**src/design/fbt_pkg.sv**
```systemverilog
// shared types and constants of the failed attempt ban table
package fbt_pkg;

   localparam int SLOT_COUNT = 16;
   localparam int SLOT_IDX_W = (SLOT_COUNT > 1) ? $clog2(SLOT_COUNT) : 1;
   localparam int SLOT_CNT_W = $clog2(SLOT_COUNT + 1);

   localparam int CSR_IDX_W  = 2;
   localparam int CSR_DATA_W = 32;

   localparam logic [CSR_IDX_W-1:0] CSR_FAIL_WINDOW = 2'd0;
   localparam logic [CSR_IDX_W-1:0] CSR_FAIL_LIMIT  = 2'd1;
   localparam logic [CSR_IDX_W-1:0] CSR_BAN_LENGTH  = 2'd2;

   localparam logic [31:0] FAIL_WINDOW_RESET = 32'd60000;
   localparam logic [7:0]  FAIL_LIMIT_RESET  = 8'd5;
   localparam logic [31:0] BAN_LENGTH_RESET  = 32'd600000;

   localparam logic [7:0]  COUNT_MAX = 8'hFF;
   localparam logic [31:0] BAN_END_MIN = 32'd1;

   typedef enum logic [1:0] {
      KIND_CHECK = 2'd0,
      KIND_FAIL  = 2'd1,
      KIND_CLEAR = 2'd2,
      KIND_READ  = 2'd3
   } req_kind_type;

   typedef enum logic [2:0] {
      ST_IDLE,
      ST_SCAN,
      ST_FAIL_CALC,
      ST_FAIL_WRITE,
      ST_READ_ISSUE,
      ST_READ_EVAL
   } state_type;

   typedef struct packed {
      req_kind_type kind;
      logic [31:0]  peer_address;
      logic [31:0]  time_now;
      logic [7:0]   slot_index;
   } req_type;

   typedef struct packed {
      logic        answer_flag;
      logic [31:0] entry_address;
      logic [7:0]  entry_fail_count;
      logic [31:0] entry_window_start;
      logic [31:0] entry_ban_end;
   } rsp_type;

   typedef struct packed {
      logic [31:0] address;
      logic [7:0]  fail_count;
      logic [31:0] window_start;
      logic [31:0] ban_end;
   } slot_entry_type;

   typedef struct packed {
      logic [SLOT_IDX_W-1:0] rd_idx;
      logic                  wr_en;
      logic [SLOT_IDX_W-1:0] wr_idx;
      slot_entry_type        wr_entry;
      logic                  clr_en;
      logic [SLOT_IDX_W-1:0] clr_idx;
   } store_ctl_type;

endpackage

```
**src/design/fbt_slot_store.sv**
```systemverilog
// slot table memory with per-slot valid bits and a registered read port
module fbt_slot_store (
   input  logic                   clock,
   input  logic                   reset,
   input  fbt_pkg::store_ctl_type ctl,
   output fbt_pkg::slot_entry_type rd_entry
);

   fbt_pkg::slot_entry_type        slot_mem_ff [fbt_pkg::SLOT_COUNT];
   fbt_pkg::slot_entry_type        rd_data_ff;
   logic                           rd_valid_ff;
   logic [fbt_pkg::SLOT_COUNT-1:0] valid_ff;
   logic [fbt_pkg::SLOT_COUNT-1:0] valid_in;

   always_comb begin
      valid_in = valid_ff;
      if (ctl.wr_en) begin
         valid_in[ctl.wr_idx] = 1'b1;
      end
      if (ctl.clr_en) begin
         valid_in[ctl.clr_idx] = 1'b0;
      end
   end

   always_ff @(posedge clock) begin
      if (ctl.wr_en) begin
         slot_mem_ff[ctl.wr_idx] <= ctl.wr_entry;
      end
      rd_data_ff <= slot_mem_ff[ctl.rd_idx];
   end

   always_ff @(posedge clock) begin
      if (reset) begin
         valid_ff    <= '0;
         rd_valid_ff <= 1'b0;
      end else begin
         valid_ff    <= valid_in;
         rd_valid_ff <= valid_ff[ctl.rd_idx];
      end
   end

   assign rd_entry = rd_valid_ff ? rd_data_ff : '0;

endmodule

```
**src/design/failed_attempt_ban_table_top.sv**
```systemverilog
// failed attempt ban table: sequencer, settings and result register
//
// A request is taken when start is high and busy is low; busy then stays high
// until the result is out. Each result shows on rsp_data for exactly one cycle
// with rsp_strobe high; the receiver cannot hold it off.
// Check, record-failure and clear requests scan the sixteen slots in order
// through one registered memory read port, one slot per cycle, and may stop
// early on a hit. A failure then passes a window-test step and a count and
// ban-end update step; a slot with a ban set ends after the window test.
// The memory read port and the one slot compare behind it set the scan rate.
// Settings are written through csr_wr_en, csr_index and csr_wr_data; the user
// must write them only while the block is idle, as the block does not enforce
// this itself. An index beyond the list is ignored.
// A synchronous reset empties every slot at once through its valid bit and
// loads the default window, limit and ban length; no clearing pass is needed.
module failed_attempt_ban_table_top (
   input  logic                               clock,
   input  logic                               reset,
   input  logic                               start,
   output logic                               busy,
   input  fbt_pkg::req_type                   req_data,
   output logic                               rsp_strobe,
   output fbt_pkg::rsp_type                   rsp_data,
   input  logic                               csr_wr_en,
   input  logic [fbt_pkg::CSR_IDX_W-1:0]      csr_index,
   input  logic [fbt_pkg::CSR_DATA_W-1:0]     csr_wr_data
);

   fbt_pkg::state_type      state_ff, state_in;
   fbt_pkg::req_type        req_ff, req_in;
   fbt_pkg::rsp_type        rsp_ff, rsp_in;
   logic                    rsp_valid_ff, rsp_valid_in;

   logic [31:0]             fail_window_ff, fail_window_in;
   logic [7:0]              fail_limit_ff, fail_limit_in;
   logic [31:0]             ban_length_ff, ban_length_in;

   logic [fbt_pkg::SLOT_CNT_W-1:0] cnt_ff, cnt_in;
   logic                           eval_ff, eval_in;
   logic [fbt_pkg::SLOT_IDX_W-1:0] eval_idx_ff, eval_idx_in;

   logic                           have_empty_ff, have_empty_in;
   logic [fbt_pkg::SLOT_IDX_W-1:0] empty_at_ff, empty_at_in;
   logic                           have_old_ff, have_old_in;
   logic [fbt_pkg::SLOT_IDX_W-1:0] old_at_ff, old_at_in;
   logic [31:0]                    old_ws_ff, old_ws_in;
   logic [fbt_pkg::SLOT_IDX_W-1:0] pick_ff, pick_in;
   fbt_pkg::slot_entry_type        pick_entry_ff, pick_entry_in;

   fbt_pkg::store_ctl_type  store_ctl;
   fbt_pkg::slot_entry_type rd_entry;

   logic        addr_match;
   logic        slot_live;
   logic [31:0] live_diff;
   logic        last_eval;
   logic        check_hit;
   logic        check_expire;
   logic        clear_hit;
   logic        fail_hit;
   logic        scan_end;
   logic        issue_ok;
   logic        trk_have_empty;
   logic [fbt_pkg::SLOT_IDX_W-1:0] trk_empty_at;
   logic        trk_have_old;
   logic [fbt_pkg::SLOT_IDX_W-1:0] trk_old_at;
   logic [31:0] trk_old_ws;
   logic        restart;
   logic [7:0]  base_count;
   logic [7:0]  next_count;
   logic [31:0] ban_sum;
   logic        ban_now;
   logic        read_in_range;

   fbt_slot_store u_store (
      .clock    (clock),
      .reset    (reset),
      .ctl      (store_ctl),
      .rd_entry (rd_entry)
   );

   // scan decode
   always_comb begin
      addr_match   = (rd_entry.address == req_ff.peer_address);
      live_diff    = req_ff.time_now - rd_entry.ban_end;
      slot_live    = live_diff[31];
      last_eval    = eval_ff &&
                     (eval_idx_ff == fbt_pkg::SLOT_IDX_W'(fbt_pkg::SLOT_COUNT - 1));
      check_hit    = eval_ff && (req_ff.kind == fbt_pkg::KIND_CHECK) && addr_match &&
                     (rd_entry.ban_end != '0) && slot_live;
      check_expire = eval_ff && (req_ff.kind == fbt_pkg::KIND_CHECK) && addr_match &&
                     (rd_entry.ban_end != '0) && !slot_live;
      clear_hit    = eval_ff && (req_ff.kind == fbt_pkg::KIND_CLEAR) && addr_match;
      fail_hit     = eval_ff && (req_ff.kind == fbt_pkg::KIND_FAIL) && addr_match;
      scan_end     = check_hit || clear_hit || fail_hit || last_eval;
      issue_ok     = (cnt_ff < fbt_pkg::SLOT_CNT_W'(fbt_pkg::SLOT_COUNT));

      trk_have_empty = have_empty_ff;
      trk_empty_at   = empty_at_ff;
      trk_have_old   = have_old_ff;
      trk_old_at     = old_at_ff;
      trk_old_ws     = old_ws_ff;
      if (eval_ff && !addr_match) begin
         if (rd_entry.address == '0) begin
            if (!have_empty_ff) begin
               trk_have_empty = 1'b1;
               trk_empty_at   = eval_idx_ff;
            end
         end else if ((rd_entry.ban_end == '0) &&
                      (!have_old_ff || (rd_entry.window_start < old_ws_ff))) begin
            trk_have_old = 1'b1;
            trk_old_at   = eval_idx_ff;
            trk_old_ws   = rd_entry.window_start;
         end
      end

      restart    = (pick_entry_ff.fail_count == '0) ||
                   ((req_ff.time_now - pick_entry_ff.window_start) > fail_window_ff);
      base_count = restart ? 8'd0 : pick_entry_ff.fail_count;
      next_count = (base_count == fbt_pkg::COUNT_MAX) ? fbt_pkg::COUNT_MAX
                                                       : base_count + 8'd1;
      ban_sum    = req_ff.time_now + ban_length_ff;
      ban_now    = (pick_entry_ff.fail_count >= fail_limit_ff);
      read_in_range = ({1'b0, req_ff.slot_index} < 9'(fbt_pkg::SLOT_COUNT));
   end

   // next state
   always_comb begin
      state_in = state_ff;
      case (state_ff)
         fbt_pkg::ST_IDLE: begin
            if (start) begin
               state_in = (req_data.kind == fbt_pkg::KIND_READ) ? fbt_pkg::ST_READ_ISSUE
                                                                : fbt_pkg::ST_SCAN;
            end
         end
         fbt_pkg::ST_SCAN: begin
            if (scan_end) begin
               state_in = (req_ff.kind == fbt_pkg::KIND_FAIL) ? fbt_pkg::ST_FAIL_CALC
                                                              : fbt_pkg::ST_IDLE;
            end
         end
         fbt_pkg::ST_FAIL_CALC: begin
            state_in = (pick_entry_ff.ban_end != '0) ? fbt_pkg::ST_IDLE
                                                     : fbt_pkg::ST_FAIL_WRITE;
         end
         fbt_pkg::ST_FAIL_WRITE: state_in = fbt_pkg::ST_IDLE;
         fbt_pkg::ST_READ_ISSUE: state_in = fbt_pkg::ST_READ_EVAL;
         fbt_pkg::ST_READ_EVAL:  state_in = fbt_pkg::ST_IDLE;
         default:                state_in = fbt_pkg::ST_IDLE;
      endcase
   end

   // datapath and outputs
   always_comb begin
      req_in        = req_ff;
      rsp_in        = rsp_ff;
      rsp_valid_in  = 1'b0;
      cnt_in        = cnt_ff;
      eval_in       = 1'b0;
      eval_idx_in   = eval_idx_ff;
      have_empty_in = have_empty_ff;
      empty_at_in   = empty_at_ff;
      have_old_in   = have_old_ff;
      old_at_in     = old_at_ff;
      old_ws_in     = old_ws_ff;
      pick_in       = pick_ff;
      pick_entry_in = pick_entry_ff;

      store_ctl          = '0;
      store_ctl.rd_idx   = cnt_ff[fbt_pkg::SLOT_IDX_W-1:0];
      store_ctl.wr_idx   = pick_ff;
      store_ctl.wr_entry = pick_entry_ff;
      store_ctl.clr_idx  = eval_idx_ff;

      fail_window_in = fail_window_ff;
      fail_limit_in  = fail_limit_ff;
      ban_length_in  = ban_length_ff;
      if (csr_wr_en) begin
         case (csr_index)
            fbt_pkg::CSR_FAIL_WINDOW: fail_window_in = csr_wr_data;
            fbt_pkg::CSR_FAIL_LIMIT:  fail_limit_in  = csr_wr_data[7:0];
            fbt_pkg::CSR_BAN_LENGTH:  ban_length_in  = csr_wr_data;
            default: ;
         endcase
      end

      case (state_ff)
         fbt_pkg::ST_IDLE: begin
            if (start) begin
               req_in        = req_data;
               cnt_in        = '0;
               have_empty_in = 1'b0;
               have_old_in   = 1'b0;
            end
         end
         fbt_pkg::ST_SCAN: begin
            if (!scan_end && issue_ok) begin
               eval_in     = 1'b1;
               eval_idx_in = cnt_ff[fbt_pkg::SLOT_IDX_W-1:0];
               cnt_in      = cnt_ff + fbt_pkg::SLOT_CNT_W'(1);
            end
            have_empty_in = trk_have_empty;
            empty_at_in   = trk_empty_at;
            have_old_in   = trk_have_old;
            old_at_in     = trk_old_at;
            old_ws_in     = trk_old_ws;
            if (check_expire || clear_hit) begin
               store_ctl.clr_en = 1'b1;
            end
            if (fail_hit) begin
               pick_in       = eval_idx_ff;
               pick_entry_in = rd_entry;
            end else if (last_eval && (req_ff.kind == fbt_pkg::KIND_FAIL)) begin
               pick_in = trk_have_empty ? trk_empty_at :
                         (trk_have_old ? trk_old_at : '0);
               pick_entry_in         = '0;
               pick_entry_in.address = req_ff.peer_address;
            end
            if (scan_end && (req_ff.kind != fbt_pkg::KIND_FAIL)) begin
               rsp_valid_in       = 1'b1;
               rsp_in             = '0;
               rsp_in.answer_flag = check_hit || clear_hit;
            end
         end
         fbt_pkg::ST_FAIL_CALC: begin
            if (pick_entry_ff.ban_end != '0) begin
               rsp_valid_in = 1'b1;
               rsp_in       = '0;
            end else begin
               pick_entry_in.fail_count   = next_count;
               pick_entry_in.window_start = restart ? req_ff.time_now
                                                    : pick_entry_ff.window_start;
            end
         end
         fbt_pkg::ST_FAIL_WRITE: begin
            store_ctl.wr_en = 1'b1;
            if (ban_now) begin
               store_ctl.wr_entry.ban_end = (ban_sum == '0) ? fbt_pkg::BAN_END_MIN
                                                            : ban_sum;
            end
            rsp_valid_in       = 1'b1;
            rsp_in             = '0;
            rsp_in.answer_flag = ban_now;
         end
         fbt_pkg::ST_READ_ISSUE: begin
            store_ctl.rd_idx = req_ff.slot_index[fbt_pkg::SLOT_IDX_W-1:0];
         end
         fbt_pkg::ST_READ_EVAL: begin
            rsp_valid_in = 1'b1;
            rsp_in       = '0;
            if (read_in_range && (rd_entry.address != '0) &&
                (rd_entry.ban_end != '0) && slot_live) begin
               rsp_in.answer_flag        = 1'b1;
               rsp_in.entry_address      = rd_entry.address;
               rsp_in.entry_fail_count   = rd_entry.fail_count;
               rsp_in.entry_window_start = rd_entry.window_start;
               rsp_in.entry_ban_end      = rd_entry.ban_end;
            end
         end
         default: ;
      endcase
   end

   always_ff @(posedge clock) begin
      if (reset) begin
         state_ff       <= fbt_pkg::ST_IDLE;
         rsp_valid_ff   <= 1'b0;
         eval_ff        <= 1'b0;
         fail_window_ff <= fbt_pkg::FAIL_WINDOW_RESET;
         fail_limit_ff  <= fbt_pkg::FAIL_LIMIT_RESET;
         ban_length_ff  <= fbt_pkg::BAN_LENGTH_RESET;
      end else begin
         state_ff       <= state_in;
         rsp_valid_ff   <= rsp_valid_in;
         eval_ff        <= eval_in;
         fail_window_ff <= fail_window_in;
         fail_limit_ff  <= fail_limit_in;
         ban_length_ff  <= ban_length_in;
      end
   end

   always_ff @(posedge clock) begin
      req_ff        <= req_in;
      rsp_ff        <= rsp_in;
      cnt_ff        <= cnt_in;
      eval_idx_ff   <= eval_idx_in;
      have_empty_ff <= have_empty_in;
      empty_at_ff   <= empty_at_in;
      have_old_ff   <= have_old_in;
      old_at_ff     <= old_at_in;
      old_ws_ff     <= old_ws_in;
      pick_ff       <= pick_in;
      pick_entry_ff <= pick_entry_in;
   end

   assign busy       = (state_ff != fbt_pkg::ST_IDLE);
   assign rsp_strobe = rsp_valid_ff;
   assign rsp_data   = rsp_ff;

endmodule
```
**config.mk**
```make
export PLATFORM = sky130hd
export DESIGN_NAME = failed_attempt_ban_table_top
export DESIGN_NICKNAME = d
export VERILOG_FILES = /design/src/design/fbt_pkg.sv /design/src/design/fbt_slot_store.sv /design/src/design/failed_attempt_ban_table_top.sv
export SDC_FILE = /design/constraint.sdc
export NUM_CORES = 2
export LEC_CHECK = 0
export BUFFER_PORTS_ARGS = -buffer_cell sky130_fd_sc_hd__buf_2
export CORE_MARGIN = 2
export CORE_UTILIZATION = 40
export DETAILED_ROUTE_END_ITERATION = 7
export HOLD_SLACK_MARGIN = 0.15
export PLACE_DENSITY_LB_ADDON = 0.3
export SLEW_MARGIN = 20
export SYNTH_ARGS = -nofsm -noshare
export SYNTH_HDL_FRONTEND = slang
export SYNTH_SLANG_ARGS = --single-unit
export TNS_END_PERCENT = 5
```
**constraint.sdc**
```tcl
create_clock -name clock -period 12.4 [get_ports clock]
set_input_delay 3.1 -clock clock [delete_from_list [all_inputs] [get_ports clock]]
set_output_delay 3.1 -clock clock [all_outputs]
set_load 0.005 [all_outputs]
```
Word level (Yosys, flattened, before mapping)
Memory sizes are Yosys's and may differ from the RTL's. A register that Yosys moved wholly into a read port is not among the register bits.
Index checks and enable logic that the tools add are counted.
- add/subtract/negate cells: 5
- $mul: 0
- div/mod/pow operators: 0
- magnitude comparators: 10
- equality and inequality tests: 22
- shifts and indexed selects: 0
- muxes and demuxes: 60
- bitwise logic cells: 5
- reduce and logical (&&, ||, !) cells: 60
- operators with widths (cell ; count):
    $pmux 105 s4 ; 1
    $mux 105 ; 3
    $mux 104 ; 3
    $mux 32 ; 4
    $logic_not 32->1 ; 3
    $reduce_bool 32->1 ; 3
    $pmux 40 s2 ; 1
    $sub 32x32->32 ; 2
    $mux 4 ; 11
    $mux 40 ; 1
    $add 32x32->32 ; 1
    $eq 32x32->1 ; 1
    $gt 32x32->1 ; 1
    $lt 32x32->1 ; 1
    $mux 16 ; 2
    $logic_and 1x1->1 ; 20
    $mux 1 ; 17
    $and 16x16->16 ; 1
    $mux 8 ; 2
    $not 16->16 ; 1
    $or 16x16->16 ; 1
    $reduce_and 2->1 ; 8
    $lt 4x5->1 const B ; 3
    $ne 2x2->1 const B ; 7
    other kinds (36) ; 64
- register bits: 432
- bits in latches: 0
- memory bits (writable): 1664
- memory bits (read-only): 0
- bits of input ports: 112
- output and inout port bits: 107
- word-level logic and storage cells: 192
- memories kept: 1
- memories (name ; depth ; bits a word ; read ports ; clocked after Yosys merged registers in ; write ports ; line ; text):
    u_store.slot_mem_ff ; 16 ; 104 ; 1 ; 1 ; 1 ; fbt_slot_store.sv:9 ; fbt_pkg::slot_entry_type slot_mem_ff [fbt_pkg::SLOT_COUNT];

Logic depth before layout (Yosys ltp)
- depth after elaboration: 12
- gate-level depth with buffers: 25
- mapped depth without buffers: 25

Cells and area by module
From an unflattened synthesis, not the netlist that was laid out.
- cell total of the unflattened synthesis: 4862
- area, all modules: 87761.7 µm²
- modules (own cells, without submodules) (module ; instances ; cells each ; area an instance (µm²) ; seq. area each (µm²)):
    fbt_slot_store ; 1 ; 2758 ; 65649.2 ; 52390.2
    failed_attempt_ban_table_top ; 1 ; 2104 ; 22112.5 ; 11691.2

Least setup slack after synthesis
No wires, ideal clock.
- kind: flip-flop to flip-flop
- start point: reg state_ff[1]
- end point: mem u_store.slot_mem_ff[0][0] (netlist bit) (enable)
- setup time: 0.696 ns
- arrival time: 8.192 ns
- data required time: 11.704 ns
- setup slack: 3.512 ns
- cell stages (with the launch flop): 5
- path buffers: 0
- period minus slack after synthesis: 8.888 ns
- path through: dfxtp_1 nor2b_1 nand2_1 or3_1 nor3_1
- word-level cells in the longest chain between the ends: 4
- ends and longest elaborated chain (element ; line ; text):
    start: declaration ; failed_attempt_ban_table_top.sv:29 ; fbt_pkg::state_type state_ff, state_in;
    start signal: assignment ; failed_attempt_ban_table_top.sv:267 ; state_ff <= fbt_pkg::ST_IDLE;
    start signal: assignment ; failed_attempt_ban_table_top.sv:274 ; state_ff <= state_in;
    $eq 3x2->1 ; failed_attempt_ban_table_top.sv:188 ; case (state_ff)
    $mux 1 ; failed_attempt_ban_table_top.sv:188 ;
    $mux 1 ; fbt_slot_store.sv:26 ; if (ctl.wr_en) begin
    $mux 1 (implied by the code) ; fbt_slot_store.sv:27 ; slot_mem_ff[ctl.wr_idx] <= ctl.wr_entry;
    end: declaration ; fbt_slot_store.sv:9 ;
Every way passes these cells.

Worst setup path in the final report
- start point: reg pick_entry_ff[32] (netlist bit)
- end point: reg pick_entry_ff[53] (netlist bit) (enable)
- word-level cells in the longest chain between the ends: 5
- ends and longest elaborated chain (element ; line ; text):
    start: declaration ; failed_attempt_ban_table_top.sv:48 ; fbt_pkg::slot_entry_type pick_entry_ff, pick_entry_in;
    start signal: assignment ; failed_attempt_ban_table_top.sv:294 ; pick_entry_ff <= pick_entry_in;
    $sub 32x32->32 ; failed_attempt_ban_table_top.sv:118 ; ((req_ff.time_now - pick_entry_ff.window_start) > fail_window_ff);
    $gt 32x32->1 ; failed_attempt_ban_table_top.sv:118 ;
    $logic_or 1x1->1 ; failed_attempt_ban_table_top.sv:117 ; restart = (pick_entry_ff.fail_count == '0) ||
    $ne 2x2->1 (no line) ; -- ;
    $reduce_and 4->1 (no line) ; -- ;
Every way passes these cells.
A chain may end at the register's enable or synchronous reset.

==> metrics <==
status finished, final reports clean; CTS max path bufs 3; syn nets 5376; family with the most delay on the worst path compound AO/OA/AOI/OAI gates; number of H-tree levels 4; Slowest cell on crit path o22a_2; vias in the first global route 47700; antenna violations before repair 10; Post-Place Setup Slack 6.07 ns; Avg Synthesized Cell Area 17.2 µm²; # setup viols final 0; grt total ovfl 0; Post-synth EDFFs 2002; area post-placement 0.0926 mm²; fraction of layout cells with a size suffix above 1 20.5%; crit path kind reg -> reg; WL/cell 27.5 µm; Final ANT Viol Nets 0; worst reg2reg startpoint pick_entry_ff[32]$_DFFE_PP_; # Post-CTS Setup Buffers 0; Worst path max stage delay 0.73 ns; final hold viol count 0; synthesized flop and latch total 2200; Min-Delay Path Class reg -> reg; Initial Util 40.1%; worst r2r dst pick_entry_ff[53]$_DFFE_PP_; largest net degree at the start of global routing 135; Hold Crit Endpoint fail_window_ff[7]$_SDFFE_PP0P_; Seq. cell area 0.0641 mm²; clock share of power 39.2%; GR Util All Layers 20.4%; warnings from Yosys 0; Post-Syn Area 0.0879 mm²; CTS root buffer clkbuf_16; Top Ports 219; Horiz. Die Dim 473 µm; total wire length 231 mm; crit-path max FO 32; Post-DP HPWL 132 mm; reg2reg path depth 23; Worst slew margin 23.5%; GPL Wtd Cong 0.901; Rows 172; Worst Slack Setup Final 6.00 ns; Multi-input gate area 0.0224 mm²; Most used DFF post-synth edfxtp_1; CTS tree built; clk sinks 2200; Vias 47700; Slew @ Worst Pin 1.15 ns; post-route cell area 0.0999 mm²; detailed router's first-iteration violation count 4941; IO buf count 218; Filler cells 18800; Post-synth ARST share 0%; Worst setup EP type flip-flop; total core area 0.219 mm²; Final Max Tran Viols 0; maximum clock frequency 156 MHz; Die Area 0.224 mm²; max capacitance violation total 0; hold buffers post-CTS 0; crit share post-route 51.6%; Peak supply drop 0.163 mV; WP data required 12.87 ns; post-CTS sizing 0; post-synthesis cell count 5098; Lkg Pwr 0.0324 µW; vias per cell 5.67; sequential area share after synthesis 72.9%; internal power 12800 µW; Net Sw Power 4090 µW; Hold Startpoint fail_window_ff[7]$_SDFFE_PP0P_; switch share 24.2%; power per standard cell area 169 mW/mm²; setup tns final 0 ns; Die Ht 473 µm; fin nets 5628; combinational share of power 10.9%; first-pass GRT wire length 332 mm; min Tclk post-route 6.40 ns; Worst EP arrival 6.87 ns; Pre-antenna DRT Iters 6; hold_ws 0.457 ns; clk slew on worst S/H paths 0.06 ns; Post-Route Utilization 45.6%; CP Launch Type flip-flop; Area Growth Syn to Fin 13.7%; CTS Buf Count 207; worst path cell trace ha_1 -> inv_1 -> fa_1 -> a211oi_1 -> o21bai_1 -> o21ai_0 -> nand2_1 -> a211oi_1 -> o211ai_1 -> o31a_1 -> nand4_1 -> nand2_1 -> a21oi_1 -> xnor2_1 -> ha_1 -> nand3_1 -> nor3_1 -> nand2_1 -> o21ai_0 -> o21ai_0 -> buf_4 -> a21oi_1 -> o22a_2; Worst R2R Setup Slack 6.00 ns; clock insertion delay at the later pin of the skew report 0.86 ns; Yosys cell types 70; Hold Crit Depth 2; Max Clock Skew 0.0603 ns; # DRC 0; CP Launch Point pick_entry_ff[32]$_DFFE_PP_; unrepaired setup endpoints after global routing no; buffer and inverter count on the worst path 2; Reg power frac 49.9%
[worst register-to-register path, delay by kind of cell (launching register included)]
| kind | cells | cell delay [ns] |
|---|---|---|
| buf+inv | 2 | 0.28 |
| compound gates | 11 | 3.10 |
| xor+xnor | 1 | 0.09 |
| simple gates | 6 | 0.86 |
| fa+ha+maj | 3 | 0.98 |
| flops | 1 | 0.67 |
[cell usage after synthesis (40+ instances only)]
master | instances | area, µm²
o21ai_0 | 81 | 405
xnor2_1 | 40 | 350
a211oi_1 | 125 | 938
nor2_1 | 212 | 796
buf_2 | 46 | 230
clkbuf_1 | 192 | 721
dfxtp_1 | 198 | 3960
nand2_1 | 512 | 1920
a31oi_1 | 113 | 707
edfxtp_1 | 2002 | 60100
a21oi_1 | 142 | 711
ha_1 | 164 | 2050
inv_1 | 162 | 608
and2_1 | 141 | 882
a21o_1 | 57 | 428
mux4_2 | 420 | 9460
[area by class of cell]
cell class / instances / area share [%]
Clock inverter: 119 / 1.43
Timing Repair Buffer: 310 / 2.09
Clock buffer: 273 / 5.75
Multi-Input combinational cell: 2469 / 22.4
Inverter: 162 / 0.612
Tap cell: 2871 / 3.59
Antenna cell: 5 / 0.0125
Sequential cell: 2200 / 64.1
[routing by layer]
| layer | GRT usage (%) | wire length (µm) | up-vias |
|---|---|---|---|
| met1 | 29.0 | 98800 | 25000 |
| met3 | 3.21 | 16400 | 291 |
| met2 | 32.6 | 110000 | 1891 |
| li1 | - | - | 20500 |
| met5 | 0 | 81 | - |
| met4 | 5.99 | 6410 | 4 |
[stage by stage]
step           std cells  total power [µW]
5_1_grt             8407             17400
6_report            8409             16900
4_1_cts             8400             17000
2_1_floorplan       5098              9770
3_5_place_dp        8008             10400
3_3_place_gp        8005             10400
[power by group through the flow]
stage	Sequential (µW)	Combinational, µW	Clock (µW)
after CTS	8420	1850	6710
after detailed placement	8570	1840	0
final	8420	1830	6610
after global routing	8430	1990	7000
after global placement	8580	1830	0
after floorplan	8450	1320	0
[logic make-up after synthesis]
kind of cell               count (synthesis)  synth area share, %
xor gates and xnor gates                  75                0.747
muxes                                    454                 11.2
AOI/OAI and AO/OA                        689                 5.15
DFF                                     2200                 72.9
and+or+nand+nor                         1085                 5.70
adders and majority gates                166                 2.38
buffers and inverters                    429                 1.97
[cell usage in the layout, fill, tap and decap left out, types with 40 or more instances in the layout]
| master | Yosys | final |
|---|---|---|
| xnor2_1 | 40 | 40 |
| a211oi_1 | 125 | 125 |
| nand2_1 | 512 | 512 |
| buf_2 | 46 | 217 |
| and2_1 | 141 | 141 |
| clkinv_2 | 0 | 44 |
| ha_1 | 164 | 164 |
| a21oi_1 | 142 | 142 |
| nor2_1 | 212 | 198 |
| edfxtp_1 | 2002 | 2002 |
| mux4_2 | 420 | 420 |
| dfxtp_1 | 198 | 197 |
| inv_1 | 162 | 160 |
| a21o_1 | 57 | 57 |
| o21ai_0 | 81 | 77 |
| a31oi_1 | 113 | 113 |
| buf_4 | 2 | 70 |
| clkbuf_1 | 192 | 40 |
| clkbuf_16 | 0 | 212 |
[state kept, by name, summed over array words and instances, names as in the netlist, 16 cells and up]
signal	count
req_ff	74
u_store.valid_ff	16
pick_entry_ff	104
fail_window_ff	32
u_store.rd_data_ff	104
rsp_data	105
u_store.slot_mem_ff	1664
old_ws_ff	32
ban_length_ff	32
[worst max path at each step]
| stage | end | depth (start not counted) | slack, ns |
|---|---|---|---|
| finish | pick_entry_ff[53]$_DFFE_PP_ | 23 | 6.00 |
| global route | pick_entry_ff[54]$_DFFE_PP_ | 23 | 5.43 |
| CTS | pick_entry_ff[56]$_DFFE_PP_ | 23 | 6.04 |
| detailed placement | pick_entry_ff[56]$_DFFE_PP_ | 23 | 6.07 |
| global placement | pick_entry_ff[56]$_DFFE_PP_ | 23 | 6.04 |
| floorplan | u_store.slot_mem_ff[0][0]$_DFFE_PP_ | 4 | 3.51 |
Power figures use the tool's default switching activity.
